## src/hdl/slm3b_pkg.sv

```systemverilog
// ----------------------------------------------------------------------------
// slm3b_pkg
// shared widths, codes, coefficient tables and the sample magnitude function
// ----------------------------------------------------------------------------
`timescale 1ns / 1ps

package slm3b_pkg;

  localparam int unsigned SampleW  = 32;
  localparam int unsigned MagW     = 24;  // q1.23 magnitude, max 1.0
  localparam int unsigned SumW     = 40;
  localparam int unsigned CntW     = 17;
  localparam int unsigned LevelW   = 24;  // q8.16
  localparam int unsigned OutW     = 17;  // q1.16
  localparam int unsigned DivW     = 44;  // dividend / quotient width
  localparam int unsigned RemW     = 17;
  localparam int unsigned MulAW    = 24;
  localparam int unsigned MulBW    = 18;
  localparam int unsigned ProdW    = MulAW + MulBW;
  localparam int unsigned AccW     = 64;
  localparam int unsigned StepW    = 6;
  localparam int unsigned BandW    = 2;
  localparam int unsigned NumBands = 3;
  localparam int unsigned CfgIdxW  = 1;
  localparam int unsigned CfgDataW = 2;

  localparam logic [CntW-1:0]   MaxPacketFrames = 17'd65536;
  localparam logic [MagW-1:0]   OneQ23          = 24'h800000;
  localparam logic [LevelW-1:0] ClampQ16        = 24'd98304;
  localparam logic [MulBW-1:0]  DecayQ16        = 18'd57672;
  // floor(x / 3) = (x * Recip3) >> 19 for every x below 2^19
  localparam logic [MulBW-1:0]  Recip3          = 18'd174763;

  // sample formats
  localparam logic [1:0] FmtS16 = 2'd0;
  localparam logic [1:0] FmtS24 = 2'd1;
  localparam logic [1:0] FmtF32 = 2'd2;

  // register indexes
  localparam logic [CfgIdxW-1:0] RegSampleFormat = 1'd0;
  localparam logic [CfgIdxW-1:0] RegMonoInput    = 1'd1;

  // last step of each controller sequence, and the last band
  localparam logic [StepW-1:0] DivLast = 6'(DivW - 1);
  localparam logic [StepW-1:0] UpdLast = 6'd4;
  localparam logic [StepW-1:0] RdLast  = 6'd2;
  localparam logic [BandW-1:0] BandLast = 2'(NumBands - 1);

  typedef enum logic [2:0] {
    MUL_LVL_KEEP,
    MUL_S_LO,
    MUL_S_HI,
    MUL_CLAMP,
    MUL_DECAY
  } mul_sel_e;

  typedef enum logic [1:0] {
    ACC_HOLD,
    ACC_LOAD,
    ACC_ADD,
    ACC_ADD_HI
  } acc_op_e;

  typedef struct packed {
    logic             frame_acc;
    logic             div_init;
    logic             div_step;
    mul_sel_e         mul_sel;
    acc_op_e          acc_op;
    logic             lvl_sat_wr;
    logic             lvl_decay_wr;
    logic             out_wr;
    logic             out_set;
    logic [BandW-1:0] band;
  } cmd_t;

  typedef struct packed {
    logic out_busy;
  } status_t;

  // keep coefficient, q0.16
  function automatic logic [MulBW-1:0] keep_of(input logic [BandW-1:0] band);
    logic [MulBW-1:0] r;
    case (band)
      2'd0:    r = 18'd45875;
      2'd1:    r = 18'd47186;
      default: r = 18'd49152;
    endcase
    return r;
  endfunction

  // band weight times gain coefficient
  function automatic logic [MulBW-1:0] wg_of(input logic [BandW-1:0] band);
    logic [MulBW-1:0] r;
    case (band)
      2'd0:    r = 18'd235932;
      2'd1:    r = 18'd110100;
      default: r = 18'd65536;
    endcase
    return r;
  endfunction

  function automatic logic [MagW-1:0] magnitude(input logic [SampleW-1:0] w,
                                                input logic [1:0]         fmt);
    logic [15:0]     v16;
    logic [16:0]     m17;
    logic [23:0]     v24;
    logic [24:0]     m25;
    logic [7:0]      e;
    logic [7:0]      sh;
    logic [23:0]     mant;
    logic [MagW-1:0] r;
    v16  = w[15:0];
    v24  = w[23:0];
    e    = w[30:23];
    mant = {1'b1, w[22:0]};
    sh   = 8'd127 - e;
    m17  = v16[15] ? (17'h10000 - {1'b0, v16}) : {1'b0, v16};
    m25  = v24[23] ? (25'h1000000 - {1'b0, v24}) : {1'b0, v24};
    case (fmt)
      FmtS16: r = {m17[15:0], 8'h00};
      FmtS24: r = m25[23:0];
      FmtF32: begin
        if (e >= 8'd127) begin
          r = OneQ23;
        end else if (e == 8'd0) begin
          r = '0;
        end else if (sh >= 8'd24) begin
          r = '0;
        end else begin
          r = mant >> sh[4:0];
        end
      end
      default: r = '0;
    endcase
    return r;
  endfunction

endpackage

```

## src/hdl/slm3b_ctrl.sv

```systemverilog
// ----------------------------------------------------------------------------
// slm3b_ctrl
// sequencer for frame intake, packet division, level update and level read
// ----------------------------------------------------------------------------
`timescale 1ns / 1ps

module slm3b_ctrl (
  input  logic               clk_i,
  input  logic               rst_ni,
  input  logic               in_valid_i,
  input  logic               in_opcode_i,
  input  logic               in_last_i,
  output logic               in_ready_o,
  input  slm3b_pkg::status_t status_i,
  output slm3b_pkg::cmd_t    cmd_o
);

  localparam logic [2:0] StIdle  = 3'd0;
  localparam logic [2:0] StDInit = 3'd1;
  localparam logic [2:0] StDiv   = 3'd2;
  localparam logic [2:0] StUpd   = 3'd3;
  localparam logic [2:0] StRWait = 3'd4;
  localparam logic [2:0] StRd    = 3'd5;

  logic [2:0]                  state_q, state_d;
  logic [slm3b_pkg::StepW-1:0] step_q, step_d;
  logic [slm3b_pkg::BandW-1:0] band_q, band_d;
  logic                        accept;

  assign in_ready_o = (state_q == StIdle);
  assign accept     = in_valid_i && in_ready_o;

  always_comb begin
    state_d = state_q;
    step_d  = step_q;
    band_d  = band_q;
    cmd_o   = '0;
    cmd_o.mul_sel = slm3b_pkg::MUL_LVL_KEEP;
    cmd_o.acc_op  = slm3b_pkg::ACC_HOLD;
    cmd_o.band    = band_q;
    case (state_q)
      StIdle: begin
        if (accept) begin
          if (in_opcode_i) begin
            state_d = StRWait;
          end else begin
            cmd_o.frame_acc = 1'b1;
            if (in_last_i) begin
              state_d = StDInit;
            end
          end
        end
      end
      StDInit: begin
        cmd_o.div_init = 1'b1;
        step_d  = '0;
        state_d = StDiv;
      end
      StDiv: begin
        cmd_o.div_step = 1'b1;
        if (step_q == slm3b_pkg::DivLast) begin
          step_d  = '0;
          band_d  = '0;
          state_d = StUpd;
        end else begin
          step_d = step_q + 1'b1;
        end
      end
      StUpd: begin
        case (step_q)
          6'd0: cmd_o.mul_sel = slm3b_pkg::MUL_LVL_KEEP;
          6'd1: begin
            cmd_o.acc_op  = slm3b_pkg::ACC_LOAD;
            cmd_o.mul_sel = slm3b_pkg::MUL_S_LO;
          end
          6'd2: begin
            cmd_o.acc_op  = slm3b_pkg::ACC_ADD;
            cmd_o.mul_sel = slm3b_pkg::MUL_S_HI;
          end
          6'd3: cmd_o.acc_op = slm3b_pkg::ACC_ADD_HI;
          default: cmd_o.lvl_sat_wr = 1'b1;
        endcase
        if (step_q == slm3b_pkg::UpdLast) begin
          step_d = '0;
          if (band_q == slm3b_pkg::BandLast) begin
            state_d = StIdle;
          end else begin
            band_d = band_q + 1'b1;
          end
        end else begin
          step_d = step_q + 1'b1;
        end
      end
      StRWait: begin
        if (!status_i.out_busy) begin
          step_d  = '0;
          band_d  = '0;
          state_d = StRd;
        end
      end
      StRd: begin
        case (step_q)
          6'd0: cmd_o.mul_sel = slm3b_pkg::MUL_CLAMP;
          6'd1: begin
            cmd_o.out_wr  = 1'b1;
            cmd_o.mul_sel = slm3b_pkg::MUL_DECAY;
          end
          default: cmd_o.lvl_decay_wr = 1'b1;
        endcase
        if (step_q == slm3b_pkg::RdLast) begin
          step_d = '0;
          if (band_q == slm3b_pkg::BandLast) begin
            cmd_o.out_set = 1'b1;
            state_d = StIdle;
          end else begin
            band_d = band_q + 1'b1;
          end
        end else begin
          step_d = step_q + 1'b1;
        end
      end
      default: state_d = StIdle;
    endcase
  end

  always_ff @(posedge clk_i or negedge rst_ni) begin
    if (!rst_ni) begin
      state_q <= StIdle;
      step_q  <= '0;
      band_q  <= '0;
    end else begin
      state_q <= state_d;
      step_q  <= step_d;
      band_q  <= band_d;
    end
  end

endmodule

```

## src/hdl/slm3b_datapath.sv

```systemverilog
// ----------------------------------------------------------------------------
// slm3b_datapath
// accumulator, radix-2 divider, shared multiplier, levels and output register
// ----------------------------------------------------------------------------
`timescale 1ns / 1ps

module slm3b_datapath (
  input  logic                               clk_i,
  input  logic                               rst_ni,
  input  slm3b_pkg::cmd_t                    cmd_i,
  output slm3b_pkg::status_t                 status_o,
  input  logic                               cfg_we_i,
  input  logic [slm3b_pkg::CfgIdxW-1:0]      cfg_index_i,
  input  logic [slm3b_pkg::CfgDataW-1:0]     cfg_data_i,
  input  logic [slm3b_pkg::SampleW-1:0]      left_word_i,
  input  logic [slm3b_pkg::SampleW-1:0]      right_word_i,
  output logic                               out_valid_o,
  input  logic                               out_ready_i,
  output logic [slm3b_pkg::OutW-1:0]         low_level_o,
  output logic [slm3b_pkg::OutW-1:0]         mid_level_o,
  output logic [slm3b_pkg::OutW-1:0]         high_level_o
);

  localparam int unsigned SumW   = slm3b_pkg::SumW;
  localparam int unsigned MagW   = slm3b_pkg::MagW;
  localparam int unsigned LevelW = slm3b_pkg::LevelW;
  localparam int unsigned DivW   = slm3b_pkg::DivW;
  localparam int unsigned RemW   = slm3b_pkg::RemW;
  localparam int unsigned CntW   = slm3b_pkg::CntW;
  localparam int unsigned ProdW  = slm3b_pkg::ProdW;
  localparam int unsigned AccW   = slm3b_pkg::AccW;
  localparam int unsigned OutW   = slm3b_pkg::OutW;
  localparam int unsigned MulAW  = slm3b_pkg::MulAW;
  localparam int unsigned MulBW  = slm3b_pkg::MulBW;
  localparam int unsigned NumBands = slm3b_pkg::NumBands;

  // configuration
  logic [1:0] fmt_q;
  logic       mono_q;

  // packet state
  logic [SumW-1:0]   sum_q, sum_d;
  logic [CntW-1:0]   cnt_q, cnt_d;
  logic [LevelW-1:0] lvl_q [NumBands];

  // divider
  logic [DivW-1:0] quo_q;
  logic [RemW-1:0] rem_q;
  logic [CntW-1:0] div_q;

  // multiplier and accumulator
  logic [ProdW-1:0] prod_q, prod_d;
  logic [AccW-1:0]  acc_q, acc_d;

  // output register
  logic            out_valid_q;
  logic [OutW-1:0] out_q [NumBands];

  // frame accumulate
  logic [MagW-1:0]   mag_l, mag_r, mean;
  logic [MagW:0]     pair;
  logic [SumW:0]     sum_ext;
  logic [DivW-1:0]   dividend;
  logic [RemW:0]     rem_sh;
  logic              rem_ge;
  logic [LevelW-1:0] lvl_sel, lvl_clamp, sat_val;
  logic [MulAW-1:0]  mul_a;
  logic [MulBW-1:0]  mul_b;

  assign mag_l   = slm3b_pkg::magnitude(left_word_i, fmt_q);
  assign mag_r   = mono_q ? mag_l : slm3b_pkg::magnitude(right_word_i, fmt_q);
  assign pair    = {1'b0, mag_l} + {1'b0, mag_r};
  assign mean    = pair[MagW:1];
  assign sum_ext = {1'b0, sum_q} + (SumW + 1)'(mean);

  always_comb begin
    sum_d = sum_ext[SumW] ? {SumW{1'b1}} : sum_ext[SumW-1:0];
    cnt_d = (cnt_q == slm3b_pkg::MaxPacketFrames) ? cnt_q : cnt_q + 1'b1;
  end

  // sum * 10 as two shifted copies
  assign dividend = DivW'({sum_q, 3'b000}) + DivW'({sum_q, 1'b0});

  // restoring division step
  assign rem_sh = {rem_q, quo_q[DivW-1]};
  assign rem_ge = (rem_sh >= {1'b0, div_q});

  // operand select for the shared multiplier
  always_comb begin
    case (cmd_i.band)
      2'd0:    lvl_sel = lvl_q[0];
      2'd1:    lvl_sel = lvl_q[1];
      default: lvl_sel = lvl_q[2];
    endcase
    lvl_clamp = (lvl_sel > slm3b_pkg::ClampQ16) ? slm3b_pkg::ClampQ16 : lvl_sel;
    case (cmd_i.mul_sel)
      slm3b_pkg::MUL_LVL_KEEP: begin
        mul_a = lvl_sel;
        mul_b = slm3b_pkg::keep_of(cmd_i.band);
      end
      slm3b_pkg::MUL_S_LO: begin
        mul_a = MulAW'(quo_q[21:0]);
        mul_b = slm3b_pkg::wg_of(cmd_i.band);
      end
      slm3b_pkg::MUL_S_HI: begin
        mul_a = MulAW'(quo_q[DivW-1:22]);
        mul_b = slm3b_pkg::wg_of(cmd_i.band);
      end
      slm3b_pkg::MUL_CLAMP: begin
        mul_a = {lvl_clamp[LevelW-2:0], 1'b0};
        mul_b = slm3b_pkg::Recip3;
      end
      slm3b_pkg::MUL_DECAY: begin
        mul_a = lvl_sel;
        mul_b = slm3b_pkg::DecayQ16;
      end
      default: begin
        mul_a = lvl_sel;
        mul_b = slm3b_pkg::DecayQ16;
      end
    endcase
  end

  assign prod_d = ProdW'(mul_a) * ProdW'(mul_b);

  always_comb begin
    case (cmd_i.acc_op)
      slm3b_pkg::ACC_LOAD:   acc_d = AccW'({prod_q, 7'b0});
      slm3b_pkg::ACC_ADD:    acc_d = acc_q + AccW'(prod_q);
      slm3b_pkg::ACC_ADD_HI: acc_d = acc_q + AccW'({prod_q, 22'b0});
      default:               acc_d = acc_q;
    endcase
  end

  assign sat_val = (|acc_q[AccW-1:47]) ? {LevelW{1'b1}} : acc_q[46:23];

  // control and state registers
  always_ff @(posedge clk_i or negedge rst_ni) begin
    if (!rst_ni) begin
      fmt_q       <= slm3b_pkg::FmtS16;
      mono_q      <= 1'b0;
      sum_q       <= '0;
      cnt_q       <= '0;
      out_valid_q <= 1'b0;
      for (int i = 0; i < NumBands; i++) begin
        lvl_q[i] <= '0;
      end
    end else begin
      if (cfg_we_i) begin
        case (cfg_index_i)
          slm3b_pkg::RegSampleFormat: fmt_q  <= cfg_data_i[1:0];
          slm3b_pkg::RegMonoInput:    mono_q <= cfg_data_i[0];
          default: ;
        endcase
      end
      if (cmd_i.frame_acc) begin
        sum_q <= sum_d;
        cnt_q <= cnt_d;
      end else if (cmd_i.div_init) begin
        sum_q <= '0;
        cnt_q <= '0;
      end
      for (int i = 0; i < NumBands; i++) begin
        if (cmd_i.band == slm3b_pkg::BandW'(i)) begin
          if (cmd_i.lvl_sat_wr) begin
            lvl_q[i] <= sat_val;
          end else if (cmd_i.lvl_decay_wr) begin
            lvl_q[i] <= prod_q[39:16];
          end
        end
      end
      if (cmd_i.out_set) begin
        out_valid_q <= 1'b1;
      end else if (out_ready_i) begin
        out_valid_q <= 1'b0;
      end
    end
  end

  // payload registers
  always_ff @(posedge clk_i) begin
    prod_q <= prod_d;
    acc_q  <= acc_d;
    if (cmd_i.div_init) begin
      quo_q <= dividend;
      rem_q <= '0;
      div_q <= cnt_q + 1'b1;
    end else if (cmd_i.div_step) begin
      quo_q <= {quo_q[DivW-2:0], rem_ge};
      rem_q <= rem_ge ? RemW'(rem_sh - {1'b0, div_q}) : rem_sh[RemW-1:0];
    end
    for (int i = 0; i < NumBands; i++) begin
      if (cmd_i.out_wr && cmd_i.band == slm3b_pkg::BandW'(i)) begin
        out_q[i] <= prod_q[35:19];
      end
    end
  end

  assign status_o.out_busy = out_valid_q;
  assign out_valid_o       = out_valid_q;
  assign low_level_o       = out_q[0];
  assign mid_level_o       = out_q[1];
  assign high_level_o      = out_q[2];

endmodule

```

## src/hdl/stereo_level_meter_three_band.sv

```systemverilog
// ----------------------------------------------------------------------------
// stereo_level_meter_three_band
// three-band stereo level meter with packet averaging and leaky levels
// sequence: a frame word leaves the input ready unless marked last; a frame word marked
//   last then holds the input for a setup step, 44 divide steps and 15 update steps
// a read word waits until the output register is free, then runs a clamp, output and decay
//   step per band; its levels appear in the same cycle as the input is ready again
// throughput: one frame word per cycle inside a packet, set by the accumulator, except
//   while a read word is served; packet end and reads share one 24x18 multiplier
// reset: asynchronous active low; clears control, configuration and valid registers, levels and packet sums
// ----------------------------------------------------------------------------
`timescale 1ns / 1ps

module stereo_level_meter_three_band (
  input  logic        clk_i,
  input  logic        rst_ni,
  // configuration write port
  input  logic        cfg_we_i,
  input  logic [0:0]  cfg_index_i,
  input  logic [1:0]  cfg_data_i,
  // input stream
  input  logic        s_axis_tvalid,
  output logic        s_axis_tready,
  input  logic [63:0] s_axis_tdata,  // left_word [31:0], right_word [63:32]
  input  logic [0:0]  s_axis_tuser,  // opcode [0]
  input  logic        s_axis_tlast,  // last_frame
  // result stream
  output logic        m_axis_tvalid,
  input  logic        m_axis_tready,
  output logic [55:0] m_axis_tdata   // low [16:0], mid [33:17], high [50:34], zero pad
);

  slm3b_pkg::cmd_t    cmd;
  slm3b_pkg::status_t status;

  logic [slm3b_pkg::OutW-1:0] low_level, mid_level, high_level;

  // sequencer: decides what the datapath does each cycle
  slm3b_ctrl u_ctrl (
    .clk_i       (clk_i),
    .rst_ni      (rst_ni),
    .in_valid_i  (s_axis_tvalid),
    .in_opcode_i (s_axis_tuser[0]),
    .in_last_i   (s_axis_tlast),
    .in_ready_o  (s_axis_tready),
    .status_i    (status),
    .cmd_o       (cmd)
  );

  // datapath: accumulator, divider, multiplier, levels and result register
  slm3b_datapath u_dp (
    .clk_i        (clk_i),
    .rst_ni       (rst_ni),
    .cmd_i        (cmd),
    .status_o     (status),
    .cfg_we_i     (cfg_we_i),
    .cfg_index_i  (cfg_index_i),
    .cfg_data_i   (cfg_data_i),
    .left_word_i  (s_axis_tdata[31:0]),
    .right_word_i (s_axis_tdata[63:32]),
    .out_valid_o  (m_axis_tvalid),
    .out_ready_i  (m_axis_tready),
    .low_level_o  (low_level),
    .mid_level_o  (mid_level),
    .high_level_o (high_level)
  );

  // pack the three levels low first, pad to whole bytes
  assign m_axis_tdata = {5'b0, high_level, mid_level, low_level};

endmodule

```

## config.mk

```make
export PLATFORM = sky130hd
export DESIGN_NAME = stereo_level_meter_three_band
export DESIGN_NICKNAME = d
export VERILOG_FILES = /design/src/hdl/slm3b_pkg.sv /design/src/hdl/slm3b_ctrl.sv /design/src/hdl/slm3b_datapath.sv /design/src/hdl/stereo_level_meter_three_band.sv
export SDC_FILE = /design/constraint.sdc
export NUM_CORES = 2
export LEC_CHECK = 0
export ABC_CLOCK_PERIOD_IN_PS = 10800
export BUFFER_PORTS_ARGS = -buffer_cell sky130_fd_sc_hd__buf_2
export CAP_MARGIN = 20
export CORE_ASPECT_RATIO = 1.1
export CORE_UTILIZATION = 40
export CTS_CLUSTER_DIAMETER = 40
export CTS_CLUSTER_SIZE = 12
export DETAILED_ROUTE_END_ITERATION = 7
export MAX_ROUTING_LAYER = met4
export PLACE_DENSITY = 0.53
export SYNTH_ARGS = -nofsm -noshare
export SYNTH_HDL_FRONTEND = slang
export SYNTH_SLANG_ARGS = --single-unit
export TNS_END_PERCENT = 100
```

## constraint.sdc

```tcl
create_clock -name clk_i -period 10.8 [get_ports clk_i]
set_input_delay 2.16 -clock clk_i [delete_from_list [all_inputs] [get_ports clk_i]]
set_output_delay 2.16 -clock clk_i [all_outputs]
set_load 0.03 [all_outputs]
```

; ---- After elaboration in Yosys (flattened, before gate mapping)
; Memories as Yosys holds them, arrays and structs flattened.
; Index checks and enable logic that the tools add are counted.
[totals]
latchBits = 0
output_inout_bits = 58
reg_bits = 328
rom_bits = 0
mem_count = 1
ramBits = 51
[op_classes]
n_lt_le_gt_ge = 6
n_eq_ne = 28
n_mul = 1
add_sub_neg = 15
n_reduce_logical = 33
shifts = 2
n_mux = 82
n_div = 0
bitwise = 1
[memory_table]
columns = name, words, width, read_ports, rd_ports_with_merged_regs, write_ports, line
row1 = u_dp.out_q, 3, 17, 3, 0, 1, slm3b_datapath.sv:57  ; logic [OutW-1:0] out_q [NumBands];
[op_table]
columns = op, n
row1 = $mux W24, 12
row2 = $pmux W24 S3, 3
row3 = $pmux W64 S3, 1
row4 = $mux W40, 3
row5 = $mux W17, 6
row6 = $mux W44, 2
row7 = $add A64 B42 Y64, 1
row8 = $add A64 B64 Y64, 1
row9 = $pmux W18 S3, 1
row10 = $reduce_or A17 Y1, 3
row11 = $pmux W24 S2, 1
row12 = $shr A24 B5 Y24, 2
row13 = $sub A1 B24 Y24 const A, 2
row14 = $add A43 B41 Y44, 1
row15 = $mul A24 B18 Y42, 1
row16 = $add A40 B24 Y41, 1
row17 = $pmux W18 S2, 1
row18 = $mux W16, 2
row19 = $sub A1 B16 Y16 const A, 2
row20 = $mux W3, 10
row21 = $pmux W15 S2, 1
row22 = $pmux W6 S5, 1
row23 = $add A24 B24 Y25, 1
row24 = $gt A24 B17 Y1 const B, 1
row25 = other kinds (45), 108

; ---- Depth between registers and ports, before layout
[logic_depth]
word_depth = 11
ltp_mapped = 39
depth_no_buf = 37

; ---- Hierarchy
; A second synthesis with hierarchy kept.
[unflattened]
hier_cells = 5070
area_unflattened_um2 = 43608.1
[by_module_without_submodules]
columns = mod, seq_area_each_um2, cells_per_inst, area_per_inst_um2, n_inst
row1 = slm3b_datapath, 9794.4, 4963, 42678.4, 1
row2 = slm3b_ctrl, 275.3, 101, 888.4, 1
row3 = stereo_level_meter_three_band, 0.0, 6, 41.3, 1

; ---- Worst setup path after synthesis
; No wires, ideal clock.
[synth_path]
path_kind = register to register
startpoint = register u_ctrl.band_q[0] in the netlist's numbering
endpoint = register u_dp.prod_q[36]
path_buffers = 3
setup_ps = 72
required_time_ps = 10728
path_slack_ps = 2353
arrival_ps = 8375
synth_period_minus_slack_ps = 8447
path_stages_with_launch = 36
cell_sequence = dfrtp_1 -> ha_1 -> clkbuf_1 -> clkbuf_1 -> a22oi_1 -> nand2_1 -> nor4_1 -> nand4_1 -> a21oi_1 -> clkbuf_1 -> a21oi_1 -> nand2_1 -> o21ai_1 -> nor2_1 -> inv_1 -> fa_1 -> fa_1 -> fa_1 -> inv_1 -> fa_1 -> fa_1 -> inv_1 -> fa_1 -> inv_1 -> ha_1 -> a21o_1 -> a21oi_1 -> o21bai_1 -> a21o_1 -> a21oi_1 -> o211ai_1 -> a32o_1 -> or3_1 -> or2_2 -> a31oi_1 -> xnor2_1
[synth_via]
elab_chain_cells = 6
elab_cells_between_ends = 10
classes_between = mul: 1 / order compare: 1 / eq/ne: 1 / mux: 6 / reduce/logical: 1
[synth_lines]
columns = item, line
row1 = start: declaration, slm3b_ctrl.sv:27  ; logic [slm3b_pkg::BandW-1:0] band_q, band_d;
row2 = start signal: assignment, slm3b_ctrl.sv:134  ; band_q <= band_d;
row3 = $eq A2 B1 Y1 or $logic_not A2 Y1 (tied branches), "slm3b_pkg.sv:84, slm3b_pkg.sv:95, slm3b_datapath.sv:90"
row4 = $pmux W24 S2, slm3b_datapath.sv:90  ; case (cmd_i.band)
row5 = $gt A24 B17 Y1, slm3b_datapath.sv:95  ; lvl_clamp = (lvl_sel > slm3b_pkg::ClampQ16) ? slm3b_pkg::ClampQ16 : lvl_sel;
row6 = $mux W23, slm3b_datapath.sv:95
row7 = $pmux W24 S3, slm3b_datapath.sv:96  ; case (cmd_i.mul_sel)
row8 = $mul A24 B18 Y42 (*), slm3b_datapath.sv:124  ; assign prod_d = ProdW'(mul_a) * ProdW'(mul_b);
row9 = via u_dp.prod_d[36], slm3b_datapath.sv:52  ; logic [ProdW-1:0] prod_q, prod_d;
row10 = end signal: assignment, slm3b_datapath.sv:182  ; prod_q <= prod_d;
row11 = end: declaration, slm3b_datapath.sv:52
; The timed path passes the listed nets; every way through them passes the cells marked *.
; A chain may end at the register's enable or synchronous reset.

; ---- Worst setup path after layout
[layout_path]
startpoint = register u_ctrl.band_q[1] in the netlist's numbering
endpoint = register u_dp.prod_q[36]
; Same word-level chain as after synthesis.

==> results.toml <==
[yosys]
ys_seq_area_share_pct = 23.5
synth_seq_cells = 379
syn-mean-instance-area_um2 = 8.63
synth-simple-area-share_pct = 15.4
synth_cell_type_count = 91
synthXorXnorAreaFrac_pct = 5.98
syn_inst = 4972
synth_fa_ha_area_share_pct = 26.0
synth_area_mm2 = 0.0429
synth_compound_area_share_pct = 19.0
ys_warn_count = 0
synthMuxAreaShare_pct = 3.11
synth_flop_cell = "edfxtp_1"
synth_top_family_by_area = "adder cells"
synth-edff-count = 176
synthArstFlopShare_pct = 38.0

[setup_path]
cp_data_required_time_ps = 11350
critPathSlowestCell = "ha_2"
crit_type = "reg -> reg"
reg2regPathDepth = 37
cp.arrival_ps = 10310
endpoint_kind = "flip-flop"
path_delay_family = "adder cells"
worstPathMaxFanout = 26
rrSetupSlack_ps = 1040
cpMostUsedCell = "fa_1"
timing.rr.end = "u_dp.prod_q[36]$_DFF_P_"
crit_path_max_incr_delay_ps = 600
r2r-start = "u_ctrl.band_q[1]$_DFFE_PN0P_"
critical_path_buf_inv_count = 7
cp-start-kind = "flip-flop"

[placed_design]
dp_slack_ps = 879
post-dp-hpwl_um = 103000
routabilityCongestion = 0.934
placed_cells = 6319
placed_area_mm2 = 0.0449
port_buffers = 124

[layout]
drive_gt1_share_pct = 8.38
layout_common_cells = "679 x nand2_1, 528 x inv_1, 358 x fa_1, 339 x o21ai_0, 316 x ha_1"
fin_area_mm2 = 0.0475
fill_cells = 10600
final_common_cell = "nand2_1"
antenna_cells = 0
layout.cells.non_filler = 6458
nNetsFinal = 5748
seq_area_mm2 = 0.0101
syn_to_final_growth_pct = 10.8
utilization_pct = 44.9
multiInputGateArea_mm2 = 0.0299

[floorplan]
core-area_mm2 = 0.106
die_y_um = 345
ios = 132
dieArea_mm2 = 0.109
row_count = 125
die_w_um = 314
initial_core_util_pct = 40.5

[worst_hold_path]
min_path_cells = 2
min_from = "u_dp.rem_q[16]$_SDFFE_PP0P_"
min_to = "u_dp.rem_q[16]$_SDFFE_PP0P_"
hold_path.class = "reg -> reg"

[clock_tree]
cts_buffers = 74
postCtsHoldBufs = 0
cts-htree-levels = 3
cts_tree = "done"
cts_buffer_depth = 3
clkTransAtPathRegs_ps = 50
clock-sinks = 379
clock_latency_ps = 640
post_cts_resized = 0
post-cts-setup-buffer-count = 0
root_buffer = "clkbuf_16"

[drt]
vias = 35900
wl_met3_um = 5990
drt_iter0_drc = 2576
route.layer.met1.wl_um = 58300
viasPerCell = 5.56
wl_um = 132000
first_pass_iters = 6
avgRoutedWirePerCell_um = 20.5
wl_met2_um = 63600
drc = 0
ant_nets = 0
routed.top_layer = "met4"

[pwr]
p_leak_nw = 22.7
ir_drop_mv = 0.0912
powerDensity_mw_per_mm2 = 97.5
finalPower_mw = 4.63

[sta]
worst_slack_ps = 1040
fin_crit_ps = 9760
max_freq_mhz = 102
slew_headroom_pct = 27.5
setup_viol_count_final = 0
tns_ps = 0
hold_ws_ps = 472
min_period_over_period_pct = 90.4
hold_violations = 0
rsz0062_at_grt = "false"
worstMarginPinSlew_ps = 1060
slew_violations = 0
skew_ps = 30.4

[global_routing]
overflow = 0
antenna_found_initial = 0
grt_max_degree = 102
grt_pass1_vias = 35400
grt_usage_pct = 25.0
grt_pass1_wl_um = 206000

[run_status]
status = "completed"

[run]
max_cap_violations = 0
==> worst reg2reg max path: cells and delay by family (launching register included) <==
family | cells | cell delay (ps)
AOI/OAI and AO/OA | 11 | 2360
xor gates and xnor gates | 1 | 130
adders and majority gates | 8 | 3900
buffers and inverters | 7 | 870
DFF | 1 | 370
and+or+nand+nor | 10 | 2060
==> worst max-delay path by stage <==
stage,startpoint,end,cells past startpoint
final,u_ctrl.band_q[1]$_DFFE_PN0P_,u_dp.prod_q[36]$_DFF_P_,37
after global routing,u_ctrl.band_q[1]$_DFFE_PN0P_,u_dp.prod_q[41]$_DFF_P_,36
after CTS,u_ctrl.band_q[1]$_DFFE_PN0P_,u_dp.prod_q[41]$_DFF_P_,32
after detailed placement,s_axis_tdata[24],u_dp.sum_q[38]$_DFFE_PN0P_,32
after global placement,s_axis_tdata[24],u_dp.sum_q[38]$_DFFE_PN0P_,32
after floorplan,u_ctrl.band_q[0]$_DFFE_PN0P_,u_dp.prod_q[36]$_DFF_P_,35
==> kinds of logic (layout without fill, tap and decap cells) <==
family | after synthesis | in the layout
flops | 379 | 379
fa+ha+maj | 675 | 675
xor+xnor | 293 | 293
mux | 101 | 101
other cells | 2 | 15
buf+inv | 785 | 861
simple gates | 1469 | 1469
compound gates | 1268 | 1268
==> cell type report <==
cell class / instances / share of cell area (%)
clock inverter: 54 / 1.47
timing repair buffer: 191 / 2.38
multi-input combinational: 3821 / 62.9
tap: 1397 / 3.68
inverter: 532 / 4.20
sequential: 379 / 21.2
clock buffer: 84 / 4.13
==> flip-flops by register name, indices dropped and copies added, names as in the netlist, 2 cells and up <==
register	cells
u_ctrl.band_q	2
u_dp.acc_q	64
u_dp.out_q	51
u_dp.lvl_q	72
u_dp.quo_q	44
u_dp.fmt_q	2
u_dp.rem_q	17
u_dp.div_q	17
u_dp.sum_q	40
u_ctrl.step_q	6
u_ctrl.state_q	3
u_dp.prod_q	42
u_dp.cnt_q	17
==> per-layer routing <==
metal	vias up	global-route usage, %
li1	17200	-
met1	17600	32.5
met2	884	40.4
met3	210	2.94
met4	0	8.10
met5	-	-
==> power breakdown <==
part           total, mW  switching, mW  internal, mW  leakage [nW]
registers           1.52         0.0174          1.50          3.80
logic              0.672          0.407         0.265          17.6
clock network       2.44          0.874          1.56          1.31
total               4.63           1.30          3.33          22.7
==> cell usage after synthesis, types with 28 or more instances <==
cell | n | area share (%)
a22oi_1 | 52 | 0.91
a211oi_1 | 31 | 0.54
inv_1 | 531 | 4.6
and2_1 | 57 | 0.83
clkbuf_1 | 212 | 1.9
a21oi_1 | 288 | 3.4
o21bai_1 | 29 | 0.51
ha_1 | 317 | 9.2
nand2b_1 | 53 | 0.77
nand2_1 | 682 | 6.0
o22ai_1 | 55 | 0.80
xnor2_1 | 163 | 3.3
nand4_1 | 35 | 0.51
o21ai_0 | 339 | 4.0
nand3_1 | 105 | 1.2
nor2_1 | 298 | 2.6
edfxtp_1 | 176 | 12
o21a_1 | 44 | 0.77
and3_1 | 49 | 0.71
nor2b_1 | 41 | 0.60
xor2_1 | 130 | 2.7
dfrtp_1 | 144 | 8.4
nor3_1 | 44 | 0.51
a22o_1 | 55 | 1.1
o211ai_1 | 28 | 0.49
mux2i_1 | 54 | 1.3
dfxtp_1 | 59 | 2.8
a31oi_1 | 32 | 0.47
fa_1 | 358 | 17
or3_1 | 32 | 0.47
a21o_1 | 142 | 2.5
(Power assumes the default switching activity.)
